**config.mk**
```make
export PLATFORM = sky130hd
export DESIGN_NAME = lip_queue
export DESIGN_NICKNAME = d
export VERILOG_FILES = /design/src/rtl/lip_queue.sv
export SDC_FILE = /design/constraint.sdc
export NUM_CORES = 1
export LEC_CHECK = 0
export ABC_AREA = 1
export BUFFER_PORTS_ARGS = -buffer_cell sky130_fd_sc_hd__buf_2
export CAP_MARGIN = 20
export CORE_UTILIZATION = 53
export DETAILED_ROUTE_END_ITERATION = 10
export PLACE_DENSITY_LB_ADDON = 0.15
export SLEW_MARGIN = 20
export SYNTH_ARGS = -nofsm -noshare
export SYNTH_HDL_FRONTEND = slang
export SYNTH_SLANG_ARGS = --single-unit
```
**constraint.sdc**
```tcl
create_clock -name i_clk -period 2.25 [get_ports i_clk]
set_input_delay 0.1125 -clock i_clk [delete_from_list [all_inputs] [get_ports i_clk]]
set_output_delay 0.1125 -clock i_clk [all_outputs]
set_load 0.03 [all_outputs]
```
**src/rtl/lip_queue.sv**
```systemverilog
`timescale 1ns / 1ps
// Small synchronous FIFO that decouples the front from the back.
// No dependencies.
module lip_queue #(
    parameter int WIDTH = 8,
    parameter int DEPTH = 2
) (
    input  logic             i_clk,
    input  logic             i_rst_n,
    input  logic             i_push,
    input  logic [WIDTH-1:0] i_data,
    output logic             o_full,
    input  logic             i_pop,
    output logic [WIDTH-1:0] o_data,
    output logic             o_empty
);

    localparam int PW = (DEPTH > 1) ? $clog2(DEPTH) : 1;
    localparam int CW = $clog2(DEPTH + 1);

    logic [WIDTH-1:0] r_mem [DEPTH];
    logic [PW-1:0]    r_wptr, r_rptr;
    logic [CW-1:0]    r_count;
    logic             do_push, do_pop;

    assign o_full  = (r_count == CW'(DEPTH));
    assign o_empty = (r_count == '0);
    assign do_push = i_push && !o_full;
    assign do_pop  = i_pop && !o_empty;
    assign o_data  = r_mem[r_rptr];

    always_ff @(posedge i_clk) begin
        if (do_push) begin
            r_mem[r_wptr] <= i_data;
        end
    end

    always_ff @(posedge i_clk) begin
        if (!i_rst_n) begin
            r_wptr  <= '0;
            r_rptr  <= '0;
            r_count <= '0;
        end else begin
            if (do_push) begin
                r_wptr <= (r_wptr == PW'(DEPTH - 1)) ? '0 : r_wptr + 1'b1;
            end
            if (do_pop) begin
                r_rptr <= (r_rptr == PW'(DEPTH - 1)) ? '0 : r_rptr + 1'b1;
            end
            if (do_push && !do_pop) begin
                r_count <= r_count + 1'b1;
            end else if (do_pop && !do_push) begin
                r_count <= r_count - 1'b1;
            end
        end
    end

endmodule

```
* Yosys cells after proc, flatten, opt, wreduce, memory -nomap -nowiden
Memory sizes are Yosys's and may differ from the RTL's. A register that Yosys moved wholly into a read port is not among the register bits. Cells that the tools add are included.
Word-level totals: RAM bits 16, bits in latches 0, input port bits 12, ROM bits 0, logic and storage cells 27, register bits 4, memories kept 1
Operators by class: divide/modulo/power cells 0, multiplexer cells 8, bitwise operators 0, reduce and logical (&&, ||, !) cells 10, $lt $le $gt $ge 0, eq/ne operators 1, shift operators 0, add/subtract/negate cells 4, multiply operators 0
Memories:
- r_mem | words 2, bits a word 8, read ports 1, clocked after Yosys merged registers in 1, write ports 1, RTL line 21 | logic [WIDTH-1:0] r_mem [DEPTH];
Operator list (count):
- two-way mux 1 bit | 6
- logical AND 1 bit | 4
- logical NOT 1 bit | 4
- two-way mux 2 bit | 2
- adder 1 bit (second input constant) | 2
- adder 2 x 1 -> 2 bit (second input constant) | 1
- equality test 2 bit (second input constant) | 1
- logical NOT 2 bit | 1
- nonzero test 2 bit | 1
- subtractor 2 x 1 -> 2 bit (second input constant) | 1

* Longest topological paths before layout
Gate-level depths: netlist (run 1).
word-level depth 7, depth in mapped cells 10

* Worst setup path before layout (run 1)
Ideal clock, no wire load.
path kind register to register, from register r_count[0], to register r_count[1], arrival time 1.495 ns, required time 2.186 ns, setup time 0.064 ns, slack 0.692 ns, cell stages (with the launch flop) 10, path buffers 0, path through dfxtp_1 nor2_1 nor2_2 inv_1 ha_1 inv_1 nand3_1 nand2_1 inv_1 nor2_1
Between the ends: cells in the longest elaborated chain, start to end 6, elaborated cells on any way between the ends 15, those cells by class add/sub (2); eq/ne (1); mux (2); reduce/logical (10)
RTL lines:
- start, declared | RTL line 23 | logic [CW-1:0] r_count;
- start signal, assigned | RTL line 51 | r_count <= r_count + 1'b1;
- start signal, assigned | RTL line 53 | r_count <= r_count - 1'b1;
- logical NOT 2 bit * | RTL line 27 | assign o_empty = (r_count == '0);
- via o_empty | RTL line 15 | output logic o_empty
- logical NOT 1 bit * | RTL line 29 | assign do_pop = i_pop && !o_empty;
- logical AND 1 bit * | RTL line 29
- logical NOT 1 bit | RTL line 50 | if (do_push && !do_pop) begin
- logical AND 1 bit | RTL line 50
- two-way mux 2 bit or nonzero test 2 bit (tied branches)
Mark *: on every way through the listed nets, which the timed path passes. The rest lies on a longest branch. The select of a mux whose other input is x is not followed. A chain may end at the register's enable or synchronous reset.

==> results of run 1 <==
[power groups by stage]
| stage | combinational (mW) | clock (mW) | sequential [mW] |
|---|---|---|---|
| finish | 0.411 | 0.172 | 0.543 |
| CTS | 0.410 | 0.172 | 0.544 |
| global placement | 0.396 | 0 | 0.547 |
| detailed placement | 0.406 | 0 | 0.553 |
| floorplan | 0.328 | 0 | 0.528 |
| global route | 0.454 | 0.196 | 0.552 |
[Yosys cell counts]
cell / n
buf_2: 1
a21oi_1: 1
mux2_2: 8
dfxtp_1: 5
inv_2: 1
nand4_1: 1
edfxtp_1: 16
ha_1: 1
nand3_1: 1
nor2_2: 1
inv_1: 8
o21ai_0: 2
nand2_1: 6
o21ai_2: 1
nor2_1: 10
[through the flow]
stage | instances | hold slack [ps] | util | setup WS [ps] | power (mW)
after floorplan | 63 | 211.4 | - | 691.7 | 0.8564
after CTS | 104 | 1.583 | 0.7234 | 715.3 | 1.127
after global placement | 98 | 303.4 | 0.6896 | 871.1 | 0.9429
after detailed placement | 98 | 307.1 | 0.6896 | 849.7 | 0.9591
after global routing | 108 | 1.858 | 0.7527 | 653.2 | 1.202
final | 108 | 17.89 | 0.7527 | 729.7 | 1.126
[flip-flops by register name, summed over array words and instances (netlist names), named ones only]
name and cells:
r_count 2, r_rptr 1, r_mem 16, r_wptr 1
[routing by layer]
metal	part of all wire	track usage	wire length [microns]	up-vias
met5	0	0	0	-
met2	0.52	0.3188	696	18
li1	-	-	-	273
met3	0.034	0.03478	46	0
met1	0.44	0.1893	591	242
met4	0	0.03871	0	0
[cells by family (layout without fill, tap and decap cells)]
logic type                 after synthesis  in the layout  share of synthesized area
DFF                                     21             21                     0.7052
and+or+nand+nor                         19             19                    0.09423
buffers and inverters                   10             40                    0.04710
muxes                                    8              8                     0.1094
AOI/OAI and AO/OA                        4              4                    0.02887
adders and majority gates                1              1                    0.01520
[what timing repair did]
| action | 4_1_cts | 5_1_grt |
|---|---|---|
| setup endpoints to repair | 0 | 0 |
| hold buffers | 2 | 4 |
| endpoints found under the hold margin | 4 | 8 |
[critical path: stages, from the launching register on]
cell and delay, ps:
dfxtp_1 550, mux2_2 380, buf_2 180
[cell type report]
cell class,instances,share of cell area
flip-flops and latches,21,0.5645
multi-input cells,32,0.1983
repair buffers,27,0.1606
inverters,9,0.03285
clock buffers,4,0.02555
well taps,15,0.01825
[how the worst max path moves through the flow]
stage / startpoint / to / slack, ps / cells after the start
2_1_floorplan: r_count[0] / r_count[1] / 690 / 9
3_3_place_gp: r_count[0] / r_mem[0][3] / 870 / 2
3_5_place_dp: r_count[0] / r_mem[0][4] / 850 / 2
4_1_cts: flop / o_data[1] / 720 / 2
5_1_grt: flop / o_data[1] / 650 / 2
6_report: flop / o_data[1] / 730 / 2
==> metrics, run 1 <==
DRC errors left 0; worst endpoint data arrival time 1410 ps; Max Clock Freq 657.7 MHz; NetSw 416.4 uW; CTS tree yes; largest net degree at the start of global routing 12; Tightest Hold Check Type in2reg; combinational share of power 0.365; # diodes 0; Final Hold Viols 0; register cell area after layout 580.6 sq um; reg2reg end r_mem[1][4]; average wire per cell in the routed design 12.35 microns; GPL Wtd Cong 0.7036; initial antenna violation count 0; post-CTS sizing 0; final instance area 1028 sq um; status complete, no violations; Multi-input gate area 203.9 sq um; Cell variety after synth 15; Final Routed Wirelength 1.334 mm; reg-to-reg setup timing slack 850 ps; Initial Utilization 0.6026; share of cells above drive strength 1 0.3763; Area Overhead vs Synth 24.92%; Hold Startpoint i_data[3]; Mapped Cells 63; worst r2r path cells 2; Post-Syn Area per Cell 13.07 sq um; commonest non-fill, non-tap cell in the layout buf_2; Die Y 41.41 microns; first-pass iteration count of the detailed router 4; die width 41.41 microns; Ys Warns 0; RSZ-0062 raised after global routing no; hold depth 1; PortBufs 21; switching share of power 0.3699; Worst Skew 5.415 ps; vias in the first global route 507; Crit Path Class reg2out; Yosys top cell by area edfxtp_1; Clock power frac 0.152; vias per cell 4.935; DIE AREA 1715 sq um; Core Rows 13; syn_nets 76; Total GRT Usage 0.1678; cell-internal power 709.4 uW; crit-path max FO 8; Post-CTS Setup Bufs 0; Core Box Area 1366 sq um; most frequent cells in the layout 21 x buf_2, 16 x edfxtp_1, 10 x nor2_1, 8 x mux2_2, 8 x inv_1; Cell Area, Synth 823.3 sq um; clk slew on worst S/H paths 100 ps; ANT nets after route 0; VDD IR-drop max 0.0007082 V; fill count 93; dpl cell area 942.2 sq um; clock insertion delay at the later pin of the skew report 290 ps; Bufs on Longest Clock Path 2; endpoint class of the critical path output pin; Area contributors post-synth edfxtp_1 58%, dfxtp_1 12%, mux2_2 11%; first-pass GRT wire length 2.159 mm; grt total ovfl 0; cts bufs inserted 3; CTS HTree Levels 1; reg-to-reg startpoint r_count[0]; relative slew slack 0.5738; max-slew violations 0; TNS Setup 0 ps; Worst setup SP type flop; number of nets in the layout 107; Synth top area share 0.5836; CP required 2140 ps; Tcrit/Tclk final 0.6757; register bit total from synthesis 21; Min Clock Period, post-route 1520 ps; pwr dens 1095 nW/um^2; maxcap violations 0; IO Count 22; Slew @ Worst Pin 637.0 ps; CTS Root Cell clkbuf_4; Seq pwr share 0.483; Final Setup Violations 0; Starting DRT DRC Count 19; sequential area share after synthesis 0.7052; Hold Path Sink r_mem[0][3]; CTS sink cnt 21; LEAKAGE 0.4328 nW; routed via count 533; Post-DP HPWL 1.028 mm
No activity file was read; power rests on OpenSTA's default activity.
==> run 2, diff against run 1 <==
--- a/config.mk
+++ b/config.mk
@@ -8,7 +8,7 @@
 export ABC_AREA = 1
 export BUFFER_PORTS_ARGS = -buffer_cell sky130_fd_sc_hd__buf_2
 export CAP_MARGIN = 20
-export CORE_UTILIZATION = 53
+export CORE_UTILIZATION = 49
 export DETAILED_ROUTE_END_ITERATION = 10
 export PLACE_DENSITY_LB_ADDON = 0.15
 export SLEW_MARGIN = 20
==> constraint.sdc (replaced) <==
create_clock -name i_clk -period 1.4 [get_ports i_clk]
set_input_delay 0.07 -clock i_clk [delete_from_list [all_inputs] [get_ports i_clk]]
set_output_delay 0.07 -clock i_clk [all_outputs]
set_load 0.03 [all_outputs]
==> metrics, run 2 (synthesis gave the netlist of run 1 again) <==
status complete, no violations; clock insertion delay at the later pin of the skew report 290 ps; Bufs on Longest Clock Path 2; IO Count 22; DRC errors left 0; worst path bufs/invs 1; Final Instance Count excl. Fillers 115; # diodes 0; Worst setup SP type flop; LEAKAGE 0.4648 nW; average wire per cell in the routed design 11.80 microns; reg-to-reg startpoint r_count[1]; first-pass GRT wire length 2.118 mm; worst endpoint data arrival time 1270 ps; register cell area after layout 584.3 sq um; Tightest Hold Check Type in2reg; Core Box Area 1541 sq um; CTS HTree Levels 1; most frequent cells in the layout 21 x buf_2, 16 x edfxtp_1, 9 x nor2_1, 8 x mux2_2, 8 x dlygate4sd3_1; grt total ovfl 0; CP required 1330 ps; GPL Wtd Cong 0.7660; first-pass iteration count of the detailed router 4; worst hold slack 24.93 ps; PortBufs 21; total stage count of the critical path 2; Worst Skew 0.9703 ps; Total GRT Usage 0.1601; Crit Path Class reg2out; fill count 127; Slew @ Worst Pin 185.7 ps; Cell Chain, Critical Path mux2_2, buf_2; Final Setup Violations 0; clk slew on worst S/H paths 110 ps; max reg flops 16; initial antenna violation count 0; Tcrit/Tclk final 0.9552; die width 42.99 microns; placed cell count 102; commonest non-fill, non-tap cell in the layout buf_2; vias per cell 4.870; DIE AREA 1848 sq um; Min Clock Period, post-route 1337 ps; routed via count 560; VDD IR-drop max 0.001021 V; Util after Layout 0.7135; slowest CP cell dfxtp_2; reg-to-reg setup timing slack 150 ps; cts bufs inserted 3; Area Overhead vs Synth 33.59%; endpoint class of the critical path output pin; reg2reg end r_count[1]; Initial Utilization 0.5341; pwr dens 1725 nW/um^2; number of nets in the layout 113; ANT nets after route 0; vias in the first global route 564; Die Y 42.99 microns; Multi-input gate area 219.0 sq um; max-slew violations 0; Largest regs r_mem: 16 flops, r_count: 2 flops; CP peak stage delay 450 ps; total design power 1.897 mW; Post-DP HPWL 957.4 microns; maxcap violations 0; Worst Setup EP o_data[6]; worst r2r path cells 9; Final Hold Viols 0; Top reg by flops r_mem; Final Routed Wirelength 1.357 mm; Max Clock Freq 747.8 MHz; CTS tree yes; relative slew slack 0.8762; CTS sink cnt 21; largest net degree at the start of global routing 13; Core Rows 14; crit-path max FO 8; Starting DRT DRC Count 12; share of cells above drive strength 1 0.4646; CP top delay family flip-flops; CTS Root Cell clkbuf_4
==> run 2: cell count changes in the layout (fill, tap and decap cells not counted), sizes merged <==
cell         previous run  this run
clkbuf                  4         3
dlygate4sd3             6         8
clkinv                  0         1
buf                    21        25
==> run 2: timing repair <==
| action | 4_1_cts | 5_1_grt |
|---|---|---|
| hold buffers | 8 | 0 |
| gates resized for setup | 2 | 3 |
| pin swaps | 1 | 1 |
| setup buffers | 1 | 0 |
| endpoints found under the hold margin | 16 | 0 |
| endpoints found under the setup margin | 9 | 2 |
==> run 2: how the worst min path moves through the flow <==
stage | startpoint | end | depth (start not counted)
6_report | i_rst_n | r_count[1] | 3
5_1_grt | i_rst_n | r_count[1] | 3
4_1_cts | i_rst_n | r_count[1] | 3
3_5_place_dp | i_data[6] | r_mem[0][6] | 1
3_3_place_gp | i_data[5] | r_mem[1][5] | 1
2_1_floorplan | i_data[0] | r_mem[0][0] | 0
==> run 2: per-stage QoR <==
| step | worst slack, ps | setup TNS [ps] | cell area (sq um) |
|---|---|---|---|
| global placement | 43.78 | 0 | 968.4 |
| floorplan | 12.51 | 0 | 825.8 |
| finish | 62.73 | 0 | 1100 |
| CTS | 15.41 | 0 | 1086 |
| detailed placement | -11.48 | -11.48 | 968.4 |
| global route | -2.337 | -2.337 | 1100 |
==> run 2: final cells by class <==
cell class                 instances  share of cell area
multi-input combinational         32              0.1991
tap                               16             0.01820
clock buffer                       3             0.02048
inverter                           9             0.03072
clock inverter                     1            0.004551
sequential                        21              0.5313
timing repair buffer              33              0.1957
==> run 2: worst min-delay path: cells and delay by family <==
family	cells	cell delay (ps)
AND/OR/NAND/NOR	2	90
buffers and inverters	1	120
==> run 2: where the power goes <==
part / internal [mW] / total (mW) / leakage [nW] / switching (mW)
sequential: 0.803 / 0.880 / 0.192 / 0.0769
combinational: 0.294 / 0.743 / 0.255 / 0.449
clock: 0.106 / 0.274 / 0.0177 / 0.168
total: 1.20 / 1.90 / 0.465 / 0.694
==> run 2: layer usage <==
metal,vias up,track usage,part of all wire
li1,287,-,-
met1,256,0.1648,0.37
met2,15,0.3182,0.57
met3,2,0.02553,0.048
met4,0,0.05455,0.0096
met5,-,0,0
==> run 3, diff against run 2 <==
--- a/config.mk
+++ b/config.mk
@@ -8,7 +8,7 @@
 export ABC_AREA = 1
 export BUFFER_PORTS_ARGS = -buffer_cell sky130_fd_sc_hd__buf_2
 export CAP_MARGIN = 20
-export CORE_UTILIZATION = 49
+export CORE_UTILIZATION = 53
 export DETAILED_ROUTE_END_ITERATION = 10
 export PLACE_DENSITY_LB_ADDON = 0.15
 export SLEW_MARGIN = 20
==> constraint.sdc (replaced) <==
create_clock -name i_clk -period 1.73 [get_ports i_clk]
set_input_delay 0.0865 -clock i_clk [delete_from_list [all_inputs] [get_ports i_clk]]
set_output_delay 0.0865 -clock i_clk [all_outputs]
set_load 0.03 [all_outputs]
==> metrics, run 3 (synthesis gave the netlist of run 1 again) <==
Top reg by flops r_mem; routed via count 544; met2 Usage GRT 0.3031; ANT nets after route 0; max-slew violations 0; average wire per cell in the routed design 11.77 microns; Min Clock Period, post-route 1461 ps; Bufs on Longest Clock Path 2; RSZ-0062 raised after global routing no; first-pass iteration count of the detailed router 4; TNS Setup 0 ps; commonest non-fill, non-tap cell in the layout buf_2; die width 41.41 microns; PortBufs 21; cts bufs inserted 3; clock insertion delay at the later pin of the skew report 300 ps; Die Y 41.41 microns; most frequent cells in the layout 21 x buf_2, 16 x edfxtp_1, 10 x nor2_1; worst endpoint data arrival time 1370 ps; Tcrit/Tclk final 0.8446; DRC errors left 0; Largest regs r_mem: 16 flops, r_count: 2 flops; M1 GR Usage 0.1958; CTS tree yes; Post-CTS Setup Bufs 0; maxcap violations 0; Tightest Hold Check Type in2reg; cts hold-fix bufs 8; grt total ovfl 0; vias per cell 4.857; Total GRT Usage 0.1772; Worst Skew 9.195 ps; VDD IR-drop max 0.0008652 V; status complete, no violations; Core Box Area 1366 sq um; CTS HTree Levels 1; initial antenna violation count 0; clk slew on worst S/H paths 110 ps; # diodes 0; vias in the first global route 530; GPL Wtd Cong 0.6487; Starting DRT DRC Count 8; Util after Layout 0.7793; post-CTS sizing 0; Final Hold Viols 0; share of cells above drive strength 1 0.3918; endpoint class of the critical path output pin; Worst setup SP type flop; worst hold slack 26.23 ps; LEAKAGE 0.4543 nW; crit-path max FO 8; CTS sink cnt 21; DIE AREA 1715 sq um; Crit Path Class reg2out; Initial Utilization 0.6026; number of nets in the layout 111; largest net degree at the start of global routing 13; IO Count 22; relative slew slack 0.7847; gr busiest metal met2; Post-DP HPWL 914.5 microns; met3 Use GR 0.05217; Core Rows 13; max reg flops 16; Slew @ Worst Pin 322.5 ps; first-pass GRT wire length 2.166 mm; CTS Root Cell clkbuf_4; Max Clock Freq 684.4 MHz; pwr dens 1391 nW/um^2; Final Routed Wirelength 1.318 mm; CP required 1640 ps; Area Overhead vs Synth 29.33%; Final Setup Violations 0
[run 3: cell types whose count changed in the layout (fill, tap and decap cells not counted)]
cell and delta:
nor2_2 -1, ha_4 -1, ha_1 +1, dfxtp_2 -3, inv_2 -1, dfxtp_1 +3
inv_1 +1, nor2_1 +1, buf_4 -2
[run 3: final cells by class]
type                            instances  area [sq um]
Sequential cell                        21         580.6
Fill cell                              94         301.5
Multi-Input combinational cell         32         203.9
Timing Repair Buffer                   31         200.2
Inverter                                9         33.78
Clock buffer                            3         22.52
Tap cell                               15         18.77
Clock inverter                          1         5.005
[run 3: critical path, stage by stage, from the launching register on]
cell and delay (ps):
dfxtp_1 520, mux2_2 380, buf_2 180
[run 3: worst paths after layout]
path              slack, ps    endpoint  startpoint  cells past startpoint
setup reg to reg        320  r_count[1]  r_count[1]                      9
setup / recovery        270   o_data[6]        flop                      2
hold / removal           30  r_count[1]     i_rst_n                      3
hold reg to reg         520      r_rptr      r_rptr                      2
[run 3: per-stage QoR]
| stage | power [mW] | cell area (sq um) | cells | setup WS, ps |
|---|---|---|---|---|
| after global routing | 1.579 | 1065 | 112 | 174.9 |
| final | 1.481 | 1065 | 112 | 268.8 |
| after floorplan | 1.114 | 823.3 | 63 | 171.7 |
| after global placement | 1.240 | 957.2 | 100 | 377.2 |
| after CTS | 1.490 | 1065 | 112 | 252.7 |
| after detailed placement | 1.256 | 957.2 | 100 | 316.8 |
[run 3: layer usage]
| metal | wire length (microns) | vias to the layer above |
|---|---|---|
| met5 | 0 | - |
| li1 | - | 282 |
| met1 | 572 | 242 |
| met2 | 668 | 18 |
| met4 | 10 | 0 |
| met3 | 67 | 2 |
[run 3: report_power, final]
group / switching [mW] / internal (mW) / total, mW
Combinational: 0.346 / 0.204 / 0.550
Sequential: 0.0607 / 0.643 / 0.704
Clock: 0.141 / 0.0862 / 0.227
Total: 0.548 / 0.933 / 1.48
