==> src/rtl/lip_pkg.sv <==
`timescale 1ns / 1ps
// Shared types and constants of the Lagrange interpolation core.
// No dependencies; imported by lip_front, lip_back and the top level.
package lip_pkg;

    localparam int IDX_W  = 3;   // node slot field width
    localparam int DATA_W = 32;  // Q16.16 word
    localparam int CNT_W  = 4;   // node_count register width

    localparam logic [63:0] MAG_MAX = 64'h7FFF_FFFF_FFFF_FFFF;

    // Command that the front hands to the back through the queue.
    // val_a: node x for a load, query x for an evaluate. val_b: node y.
    typedef struct packed {
        logic              is_eval;
        logic [IDX_W-1:0]  slot;
        logic [DATA_W-1:0] val_a;
        logic [DATA_W-1:0] val_b;
    } t_cmd;

    typedef struct packed {
        logic [DATA_W-1:0] value;
        logic              overflow;
        logic              degenerate;
    } t_result;

    typedef enum logic [3:0] {
        S_IDLE,
        S_DG_CHECK,
        S_DG_RD,
        S_DG_CMP,
        S_TERM,
        S_K_CHECK,
        S_RD,
        S_DIV_SET,
        S_DIV,
        S_MUL_SET,
        S_MUL,
        S_MUL_FIN,
        S_Y_SET,
        S_ACC,
        S_FINAL,
        S_DONE
    } t_state;

endpackage

==> src/rtl/lip_front.sv <==
`timescale 1ns / 1ps
// Front end: accepts items, classifies them and packs queue commands.
// Depends on lip_pkg.
module lip_front #(
    parameter int MAX_NODES = 8
) (
    input  logic                        i_push,
    input  logic                        i_opcode,
    input  logic [lip_pkg::IDX_W-1:0]   i_node_index,
    input  logic [lip_pkg::DATA_W-1:0]  i_node_x,
    input  logic [lip_pkg::DATA_W-1:0]  i_node_y,
    input  logic [lip_pkg::DATA_W-1:0]  i_query_x,
    input  logic                        i_q_full,
    output logic                        o_q_push,
    output lip_pkg::t_cmd               o_cmd
);
    import lip_pkg::*;

    logic slot_ok;

    // loads to slots past the table are taken and dropped
    assign slot_ok  = (32'(i_node_index) < MAX_NODES);
    assign o_q_push = i_push && !i_q_full && (i_opcode || slot_ok);

    always_comb begin
        o_cmd.is_eval = i_opcode;
        o_cmd.slot    = i_node_index;
        o_cmd.val_a   = i_opcode ? i_query_x : i_node_x;
        o_cmd.val_b   = i_node_y;
    end

endmodule

==> config.mk <==
export PLATFORM = sky130hd
export DESIGN_NAME = lip_front
export DESIGN_NICKNAME = d
export VERILOG_FILES = /design/src/rtl/lip_pkg.sv /design/src/rtl/lip_front.sv
export SDC_FILE = /design/constraint.sdc
export NUM_CORES = 1
export LEC_CHECK = 0
export ABC_AREA = 1
export BUFFER_PORTS_ARGS = -buffer_cell sky130_fd_sc_hd__buf_2
export CORE_AREA = 2 2 67 69
export DETAILED_ROUTE_END_ITERATION = 10
export DIE_AREA = 0 0 69 71
export GPL_TIMING_DRIVEN = 0
export PLACE_DENSITY = 0.73
export SETUP_SLACK_MARGIN = 0.5
export SLEW_MARGIN = 20
export SYNTH_ARGS = -nofsm -noshare
export SYNTH_HDL_FRONTEND = slang
export SYNTH_SLANG_ARGS = --single-unit
export TNS_END_PERCENT = 50
==> constraint.sdc <==
create_clock -name vclk -period 0.8
set_input_delay 0.04 -clock vclk [all_inputs]
set_output_delay 0.04 -clock vclk [all_outputs]
set_load 0.03 [all_outputs]
# Word level (Yosys, flattened, before mapping)
# Index checks and enable logic that the tools add are counted.
[classes]
reduce_logical = 2
mux = 1
[op_table]
columns = ["operator", "count"]
rows = [
  ["32-bit two-way mux", 1],
  ["1-bit logical AND", 1],
  ["1-bit logical NOT", 1],
]
[word_totals]
ff_bits = 0

# Logic depth before layout (Yosys ltp)
# Gate-level depths: netlist (run 1).
[logic_depth]
depth_word = 2
ltp_mapped = 5
ltp_nobuf = 3

# Least setup slack after synthesis (run 1)
# No wires, ideal clock.
[synth_path]
path_type = "input port to output port"
start = "in i_opcode"
end = "out o_cmd[32] (netlist name)"
t_required_ns = 0.760
arrival_time_ns = 0.592
path_slack_ns = 0.168
stages = 5
path_cell_list = "buf_6 -> inv_8 -> buf_12 -> nand2_2 -> nand2_1"
[synth_rtl]
columns = ["element", "line", "text"]
rows = [
  ["start, declared", "lip_front.sv:8", "input logic i_opcode,"],
  ["end, declared", "lip_front.sv:15", "output lip_pkg::t_cmd o_cmd"],
]

==> summary.md, run 1 <==
| Metric | Value |
|---|---|
| Status | finished, final reports clean |
| Core Area | 4204 um2 |
| Seq/Total Area, Yosys | 0% |
| Drt first-iter violations | 12 |
| Sequential Area | 0 um2 |
| Leakage | 1.356 nW |
| CLK BUF | 0 |
| I/O pin count | 171 |
| Hold buffer count at cts | 0 |
| Ratio of cells with drive above 1 in the final layout | 89.68% |
| DPL Wire Length | 2670 um |
| Critical path data arrival time | 0.64 ns |
| Drt wl/cell | 11.39 um |
| Worst hold path class | input pin to primary output |
| Post-route setup TNS | 0 ns |
| Dpl ws | 0.04841 ns |
| WHS | 0.2629 ns |
| Row cnt | 24 |
| Worst-Margin Slew | 0.1600 ns |
| Placement Cell Area | 1762 um2 |
| # DRC | 0 |
| Nets | 385 |
| Synthesized Nets | 244 |
| Final worst slack | 0.1247 ns |
| Max Clock Freq | 1481 MHz |
| XOR/XNOR Fraction of Synth Area | 0% |
| Area contributors post-synth | nand2_1 42%, buf_4 35%, nand2_2 8.1% |
| Vias | 1,349 |
| CP Data Required Time | 0.76 ns |
| Area Overhead vs Synth | 196.4% |
| RSZ-0062 raised after global routing | yes |
| Die height | 71 um |
| GRT Resource Usage Total | 11.76% |
| Antenna-violating nets left | 0 |
| Die area | 4899 um2 |
| Largest net degree at the start of global routing | 11 |
| Initial antenna violation count | 0 |
| Max-cap check violation count | 0 |
| VDD IR max | 0.3116 mV |
| Avg Cell Area, Syn | 5.419 um2 |
| DR pass1 iterations | 4 |
| Synth Area in Simple Gates | 50.57% |
| Relative slew margins | 89.41% |
| Antenna fix cells | 0 |
| Crit-path max FO | 8 |
| Grt ovf | 0 |
| Distinct cells, synth | 9 |
| Die W | 69 um |
| Power per cell area | 764.0 nW/um2 |
| Final Routed Wirelength | 3792 um |
| Mapped Cells | 142 |
| Max Slew Vio Count | 0 |
| Crit path kind | input pin to primary output |
| Initial Util | 18.30% |
| Yosys top cell area share | 41.95% |
| Synthesized cell area | 769.5 um2 |
| Post-layout instance area | 2281 um2 |
| Min Clock Period, post-route | 0.6753 ns |
| Power, Total | 1.743 mW |
| CP Launch Type | input pin |
| Tcrit/Tclk final | 84.41% |
| GP Congestion | 0.6966 |
| IO Port Bufs | 135 |
| Sequential cell count | 0 |
| First-pass GRT wire length | 4947 um |
| Setup violations, final | 0 |
| Vias in the first global route | 1,208 |
| Nature of the critical path endpoint | primary output |
| Post-Synth Adder-Cell Area | 0% |
| Post-synth top area cell | nand2_1 |
| YS warnings | 0 |
| Synth Area in Compound Gates | 0% |
| Main combinational cell family by area after synthesis | simple AND/OR/NAND/NOR gates |
| Multiplexer area fraction after synthesis | 0% |
| Via density | 4.051 |
| Final Hold Viols | 0 |
[metrics by stage]
step / std cells / utilization (%)
floorplan: 142 / -
global route: 333 / 54.26
CTS: 329 / 46.67
global placement: 329 / 41.90
finish: 333 / 54.26
detailed placement: 329 / 41.90
[cells in the final DEF (no fill, tap or decap)]
cell type and instances:
buf_12 3, buf_2 98, buf_4 35, buf_6 39, buf_8 4, clkbuf_16 3
inv_16 1, inv_2 1, nand2_1 29, nand2_2 14, nand2_4 53, nor2_4 1
[synth_stat cells, drive strengths merged]
library cell / n
nor2: 1
buf: 40
inv: 2
nand2: 96
clkbuf: 3
[critical path, cell delays in order]
cell and delay [ns]:
buf_12 0.13, inv_16 0.08, clkbuf_16 0.15, nand2_2 0.06, nand2_4 0.05, buf_6 0.12
[repair_timing]
| action | CTS | global route |
|---|---|---|
| pin swaps | 1 | 7 |
| gates cloned | 0 | 3 |
| hold endpoints to repair | 0 | 0 |
| gates resized for setup | 67 | 66 |
| setup endpoints to repair | 69 | 69 |
| setup buffers | 0 | 1 |
[final cells by class]
class                           count  area [um2]
Buffer                             43       397.9
Fill cell                         392        1923
Inverter                            2       23.77
Multi-Input combinational cell     97       804.5
Tap cell                           52       65.06
Timing Repair Buffer              139       989.7
[worst paths after layout]
kind / startpoint / cells after the start / slack [ns] / endpoint
max: i_opcode / 6 / 0.12 / o_cmd[54]
min: i_node_y[28] / 2 / 0.26 / o_cmd[28]
[power breakdown]
group | leakage, nW | total (mW) | internal (mW) | switching (mW)
logic | 1.36 | 1.74 | 0.798 | 0.945
clock network | 0 | 0 | 0 | 0
registers | 0 | 0 | 0 | 0
total | 1.36 | 1.74 | 0.798 | 0.945
[cell families (layout without fill, tap and decap cells)]
logic type / count (synthesis) / in the layout
simple gates: 97 / 97
buf+inv: 45 / 184
[layer usage]
| metal | share of wire [%] | track usage (%) | wire, um | up-vias |
|---|---|---|---|---|
| met4 | 0.71 | 0 | 27 | 0 |
| met5 | 0 | 0 | 0 | - |
| met1 | 30 | 10.60 | 1148 | 586 |
| met3 | 10 | 1.994 | 379 | 2 |
| li1 | - | - | - | 667 |
| met2 | 59 | 27.56 | 2237 | 94 |
Power figures use the tool's default switching activity.
==> run 2, diff against run 1 <==
--- a/config.mk
+++ b/config.mk
@@ -7,11 +7,11 @@
 export LEC_CHECK = 0
 export ABC_AREA = 1
 export BUFFER_PORTS_ARGS = -buffer_cell sky130_fd_sc_hd__buf_2
-export CORE_AREA = 2 2 67 69
+export CORE_AREA = 2 2 66 68
 export DETAILED_ROUTE_END_ITERATION = 10
-export DIE_AREA = 0 0 69 71
+export DIE_AREA = 0 0 68 70
 export GPL_TIMING_DRIVEN = 0
-export PLACE_DENSITY = 0.73
+export PLACE_DENSITY = 0.75
 export SETUP_SLACK_MARGIN = 0.5
 export SLEW_MARGIN = 20
 export SYNTH_ARGS = -nofsm -noshare
==> run 2 against run 1 <==
Effect of this change:
- die area shrank 2.8%
- core utilization shrank 2.4 points
- critical path depth fell by 1
- sequential share of layout area is the same
- first-iteration DRC count increased by 75%
- cell area decreased by 5.8%
- clock-buffer cell count stayed put
- cell count unchanged
- via count down 0.59%
- routed wire length fell by 9.7%
- critical path type unchanged
- critical endpoint is now o_cmd[41]
==> summary.md, run 2 (synthesis gave the netlist of run 1 again) <==
| Metric | Value |
|---|---|
| Vias | 1,341 |
| Die height | 70 um |
| CP Data Required Time | 0.76 ns |
| Vias in the first global route | 1,141 |
| Die W | 68 um |
| Power, Total | 1.649 mW |
| Post-layout instance area | 2148 um2 |
| Sw Pwr | 0.8915 mW |
| Sequential group share of total power | 0% |
| FILL cells | 412 |
| Worst hold path class | input pin to primary output |
| Power per cell area | 767.4 nW/um2 |
| Most frequent cells in the layout | 98 x buf_2, 42 x buf_4, 35 x nand2_1, 35 x nand2_4, 32 x buf_6 |
| Area Overhead vs Synth | 179.2% |
| Antenna fix cells | 0 |
| DPL Wire Length | 2749 um |
| Core Area | 4144 um2 |
| IO Port Bufs | 135 |
| CP Launch Type | input pin |
| Worst stage delay on the critical path | 0.16 ns |
| Status | finished, final reports clean |
| Setup violations, final | 0 |
| GP Congestion | 0.6734 |
| Drt first-iter violations | 21 |
| P_int | 0.7572 mW |
| Largest net degree at the start of global routing | 11 |
| Leakage | 1.261 nW |
| Placement Cell Area | 1762 um2 |
| Hold buffer count at cts | 0 |
| Critical path's slowest cell | clkbuf_8 |
| Commonest non-fill, non-tap cell in the layout | buf_2 |
| Nature of the critical path endpoint | primary output |
| Final Routed Wirelength | 3424 um |
| Drt wl/cell | 10.28 um |
| Crit-path max FO | 10 |
| Initial Util | 18.57% |
| Final Hold Viols | 0 |
| Min Clock Period, post-route | 0.7011 ns |
| Finished Layout Cells | 333 |
| Sequential cell count | 0 |
| DR pass1 iterations | 3 |
| Post-route setup TNS | 0 ns |
| # DRC | 0 |
| WP depth | 5 |
| Clock share of power | 0% |
| Die area | 4760 um2 |
| RSZ-0062 raised after global routing | yes |
| Tcrit/Tclk final | 87.64% |
| Via density | 4.027 |
| Sequential Area | 0 um2 |
| Max Clock Freq | 1426 MHz |
| Ratio of cells with drive above 1 in the final layout | 87.54% |
| Hold Path Stages | 2 |
| Final worst slack | 0.09885 ns |
| End-of-flow core utilization | 51.84% |
| First-pass GRT wire length | 4664 um |
| Relative slew margins | 89.47% |
| CP top delay family | buffers and inverters |
| Antenna-violating nets left | 0 |
| Max Slew Vio Count | 0 |
| Grt ovf | 0 |
| CLK BUF | 0 |
| Nets | 385 |
| I/O pin count | 171 |
| Initial antenna violation count | 0 |
| GRT Resource Usage Total | 11.93% |
| Hold EP | o_cmd[0] |
| Placed insts | 329 |
| Area of the multi-input gates | 699.4 um2 |
| Max-cap check violation count | 0 |
| Critical path data arrival time | 0.66 ns |
| Hold_sp | i_node_y[0] |
| Net switching fraction of the power | 54.07% |
| CP Cell Sequence | buf_12, clkbuf_8, nand2_1, nand2_4, buf_4 |
| WHS | 0.2643 ns |
| VDD IR max | 0.3497 mV |
| Row cnt | 24 |
| CP Buf/Inv Count | 3 |
| Combinational power share | 100.0% |
| Worst-Margin Slew | 0.1590 ns |
| Crit path kind | input pin to primary output |
| Dpl ws | 0.05378 ns |
==> run 2: cell count changes in the layout (fill, tap and decap cells not counted), sizes merged <==
cell,change
buf,-2
clkbuf,+2
==> run 2: per-layer routing <==
layer	global-route usage [%]	wire (um)	vias to the layer above
li1	-	-	660
met1	11.72	1028	596
met2	25.78	2039	83
met3	0.9662	338	2
met4	1.111	19	0
met5	0	0	-
==> run 2: power by group through the flow <==
| stage | clock network, mW | registers [mW] | logic, mW |
|---|---|---|---|
| 2_1_floorplan | 0 | 0 | 0.978 |
| 3_3_place_gp | 0 | 0 | 1.36 |
| 3_5_place_dp | 0 | 0 | 1.38 |
| 4_1_cts | 0 | 0 | 1.58 |
| 5_1_grt | 0 | 0 | 1.74 |
| 6_report | 0 | 0 | 1.65 |
==> run 2: worst max path at each step <==
stage                        start   endpoint  slack [ns]
after global placement    i_opcode  o_cmd[45]        0.05
after detailed placement  i_opcode  o_cmd[45]        0.05
after CTS                 i_opcode  o_cmd[41]        0.11
final                     i_opcode  o_cmd[41]         0.1
after floorplan           i_opcode  o_cmd[42]        0.25
after global routing      i_opcode  o_cmd[41]        0.07
==> run 2: final cells by class <==
| type | count | share of cell area (%) |
|---|---|---|
| plain buffers | 43 | 18.35 |
| inverters | 2 | 1.107 |
| multi-input cells | 97 | 32.56 |
| well taps | 52 | 3.029 |
| repair buffers | 139 | 44.96 |
==> run 2: timing repair <==
item,CTS,global route
gates cloned,1,2
gates resized for setup,72,27
pin swaps,2,2
hold endpoints to repair,0,0
endpoints found under the setup margin,69,69
setup buffers,1,0
==> run 3, diff against run 2 <==
--- a/config.mk
+++ b/config.mk
@@ -7,11 +7,11 @@
 export LEC_CHECK = 0
 export ABC_AREA = 1
 export BUFFER_PORTS_ARGS = -buffer_cell sky130_fd_sc_hd__buf_2
-export CORE_AREA = 2 2 66 68
+export CORE_AREA = 2 2 67 69
 export DETAILED_ROUTE_END_ITERATION = 10
-export DIE_AREA = 0 0 68 70
+export DIE_AREA = 0 0 69 71
 export GPL_TIMING_DRIVEN = 0
-export PLACE_DENSITY = 0.75
+export PLACE_DENSITY = 0.73
 export SETUP_SLACK_MARGIN = 0.5
 export SLEW_MARGIN = 20
 export SYNTH_ARGS = -nofsm -noshare
==> constraint.sdc (replaced) <==
create_clock -name vclk -period 0.9
set_input_delay 0.045 -clock vclk [all_inputs]
set_output_delay 0.045 -clock vclk [all_outputs]
set_load 0.03 [all_outputs]
==> run 3 against run 2 <==
Effect of this change:
- via count fell by 1.6%
- routed wire length up 3.4%
- cell area about the same
- setup slack better by 0.11 ns
- non-clock buffer count unchanged
- cell count unchanged
- largest cell class unchanged
- die area is 2.9% higher
==> summary.md, run 3 (synthesis gave the netlist of run 1 again) <==
| Metric | Value |
|---|---|
| Status | finished, final reports clean |
| Area Overhead vs Synth | 179.0% |
| P_int | 0.6685 mW |
| Ratio of cells with drive above 1 in the final layout | 86.12% |
| Grt ovf | 0 |
| Critical path data arrival time | 0.64 ns |
| Worst-Margin Slew | 0.1684 ns |
| Die height | 71 um |
| Net switching fraction of the power | 54.60% |
| Leakage | 1.286 nW |
| Die W | 69 um |
| Vias in the first global route | 1,216 |
| Power per cell area | 685.8 nW/um2 |
| GP Congestion | 0.6966 |
| Post-route setup TNS | 0 ns |
| RSZ-0062 raised after global routing | yes |
| VDD IR max | 0.2823 mV |
| Max Clock Freq | 1450 MHz |
| Hold EP | o_cmd[10] |
| Sequential cell count | 0 |
| Drt first-iter violations | 9 |
| CLK BUF | 0 |
| CP Launch Type | input pin |
| Final Hold Viols | 0 |
| Initial Util | 18.30% |
| Worst stage delay on the critical path | 0.15 ns |
| Initial antenna violation count | 0 |
| Dpl ws | 0.1384 ns |
| Max Slew Vio Count | 0 |
| Antenna fix cells | 0 |
| Most frequent cells in the layout | 105 x buf_2, 42 x nand2_4, 37 x nand2_1, 37 x buf_4, 30 x buf_6 |
| CP Buf/Inv Count | 4 |
| Final worst slack | 0.2104 ns |
| Hold Path Stages | 2 |
| CP top delay family | buffers and inverters |
| FILL cells | 406 |
| Tcrit/Tclk final | 76.62% |
| Sequential group share of total power | 0% |
| GRT Resource Usage Total | 11.68% |
| Combinational power share | 100.0% |
| Worst hold path class | input pin to primary output |
| CP Cell Sequence | buf_12, inv_16, clkbuf_16, nand2_2, nand2_4, buf_6 |
| Relative slew margins | 88.85% |
| Finished Layout Cells | 333 |
| Nets | 385 |
| CP Data Required Time | 0.85 ns |
| Hold_sp | i_node_y[10] |
| Row cnt | 24 |
| I/O pin count | 171 |
| Critical path's slowest cell | clkbuf_16 |
| DR pass1 iterations | 4 |
| Die area | 4899 um2 |
| First-pass GRT wire length | 4947 um |
| Sequential Area | 0 um2 |
| Commonest non-fill, non-tap cell in the layout | buf_2 |
| Antenna-violating nets left | 0 |
| Min Clock Period, post-route | 0.6896 ns |
| Vias | 1,320 |
| # DRC | 0 |
| Largest net degree at the start of global routing | 11 |
| IO Port Bufs | 135 |
| Drt wl/cell | 10.63 um |
| Clock share of power | 0% |
| Via density | 3.964 |
| Crit-path max FO | 8 |
| Core Area | 4204 um2 |
| Nature of the critical path endpoint | primary output |
| Setup violations, final | 0 |
| Sw Pwr | 0.8040 mW |
| DPL Wire Length | 2670 um |
| Placed insts | 329 |
| Final Routed Wirelength | 3540 um |
| Crit path kind | input pin to primary output |
| Max-cap check violation count | 0 |
run 3: changes by cell type in the layout (fill, tap and decap cells not counted), moves of 2 or more:
cell	before	now
buf_4	42	37
buf_6	32	30
nand2_4	35	42
buf_2	98	105
nand2_2	26	17
buf_8	1	4
clkbuf_8	3	0
nand2_1	35	37
run 3: power by group through the flow:
stage | clock (mW) | combinational (mW) | sequential [mW]
floorplan | 0 | 0.869 | 0
global placement | 0 | 1.21 | 0
detailed placement | 0 | 1.22 | 0
CTS | 0 | 1.33 | 0
global route | 0 | 1.55 | 0
finish | 0 | 1.47 | 0
run 3: worst max-delay path by stage:
stage              from        end  slack (ns)  cells past startpoint
6_report       i_opcode  o_cmd[37]        0.21                      6
5_1_grt        i_opcode  o_cmd[37]        0.18                      6
4_1_cts        i_opcode  o_cmd[50]        0.19                      6
3_5_place_dp   i_opcode  o_cmd[50]        0.14                      6
3_3_place_gp   i_opcode  o_cmd[50]        0.14                      6
2_1_floorplan  i_opcode  o_cmd[42]        0.34                      5
run 3: area by class of cell:
type / instances / area [um2] / area share, %
buffer: 43 / 390.4 / 18.18
inverter: 2 / 23.77 / 1.107
multi-input combinational: 97 / 721.9 / 33.62
tap: 52 / 65.06 / 3.030
timing repair buffer: 139 / 945.9 / 44.06
run 3: metrics by stage:
stage | instance area [um2] | power [mW] | util [%] | hold WS [ns]
2_1_floorplan | 1021 | 0.8693 | - | 0.2018
3_3_place_gp | 1762 | 1.210 | 41.90 | 0.3406
3_5_place_dp | 1762 | 1.221 | 41.90 | 0.3405
4_1_cts | 1889 | 1.326 | 44.94 | 0.3403
5_1_grt | 2147 | 1.549 | 51.07 | 0.3419
6_report | 2147 | 1.472 | 51.07 | 0.3397
run 3: what timing repair did:
action | in CTS | in global routing
hold buffers | 0 | 0
gates resized for setup | 44 | 54
pin swaps | 0 | 4
gates cloned | 0 | 3
buffers inserted | 0 | 1
setup endpoints to repair | 33 | 33
run 3: metal layers:
metal / global-route usage [%] / up-vias / part of all wire, %
met1: 10.77 / 559 / 31
met3: 2.279 / 2 / 10
met2: 26.60 / 94 / 58
met5: 0 / - / 0
met4: 0.4357 / 0 / 0.34
li1: - / 665 / -
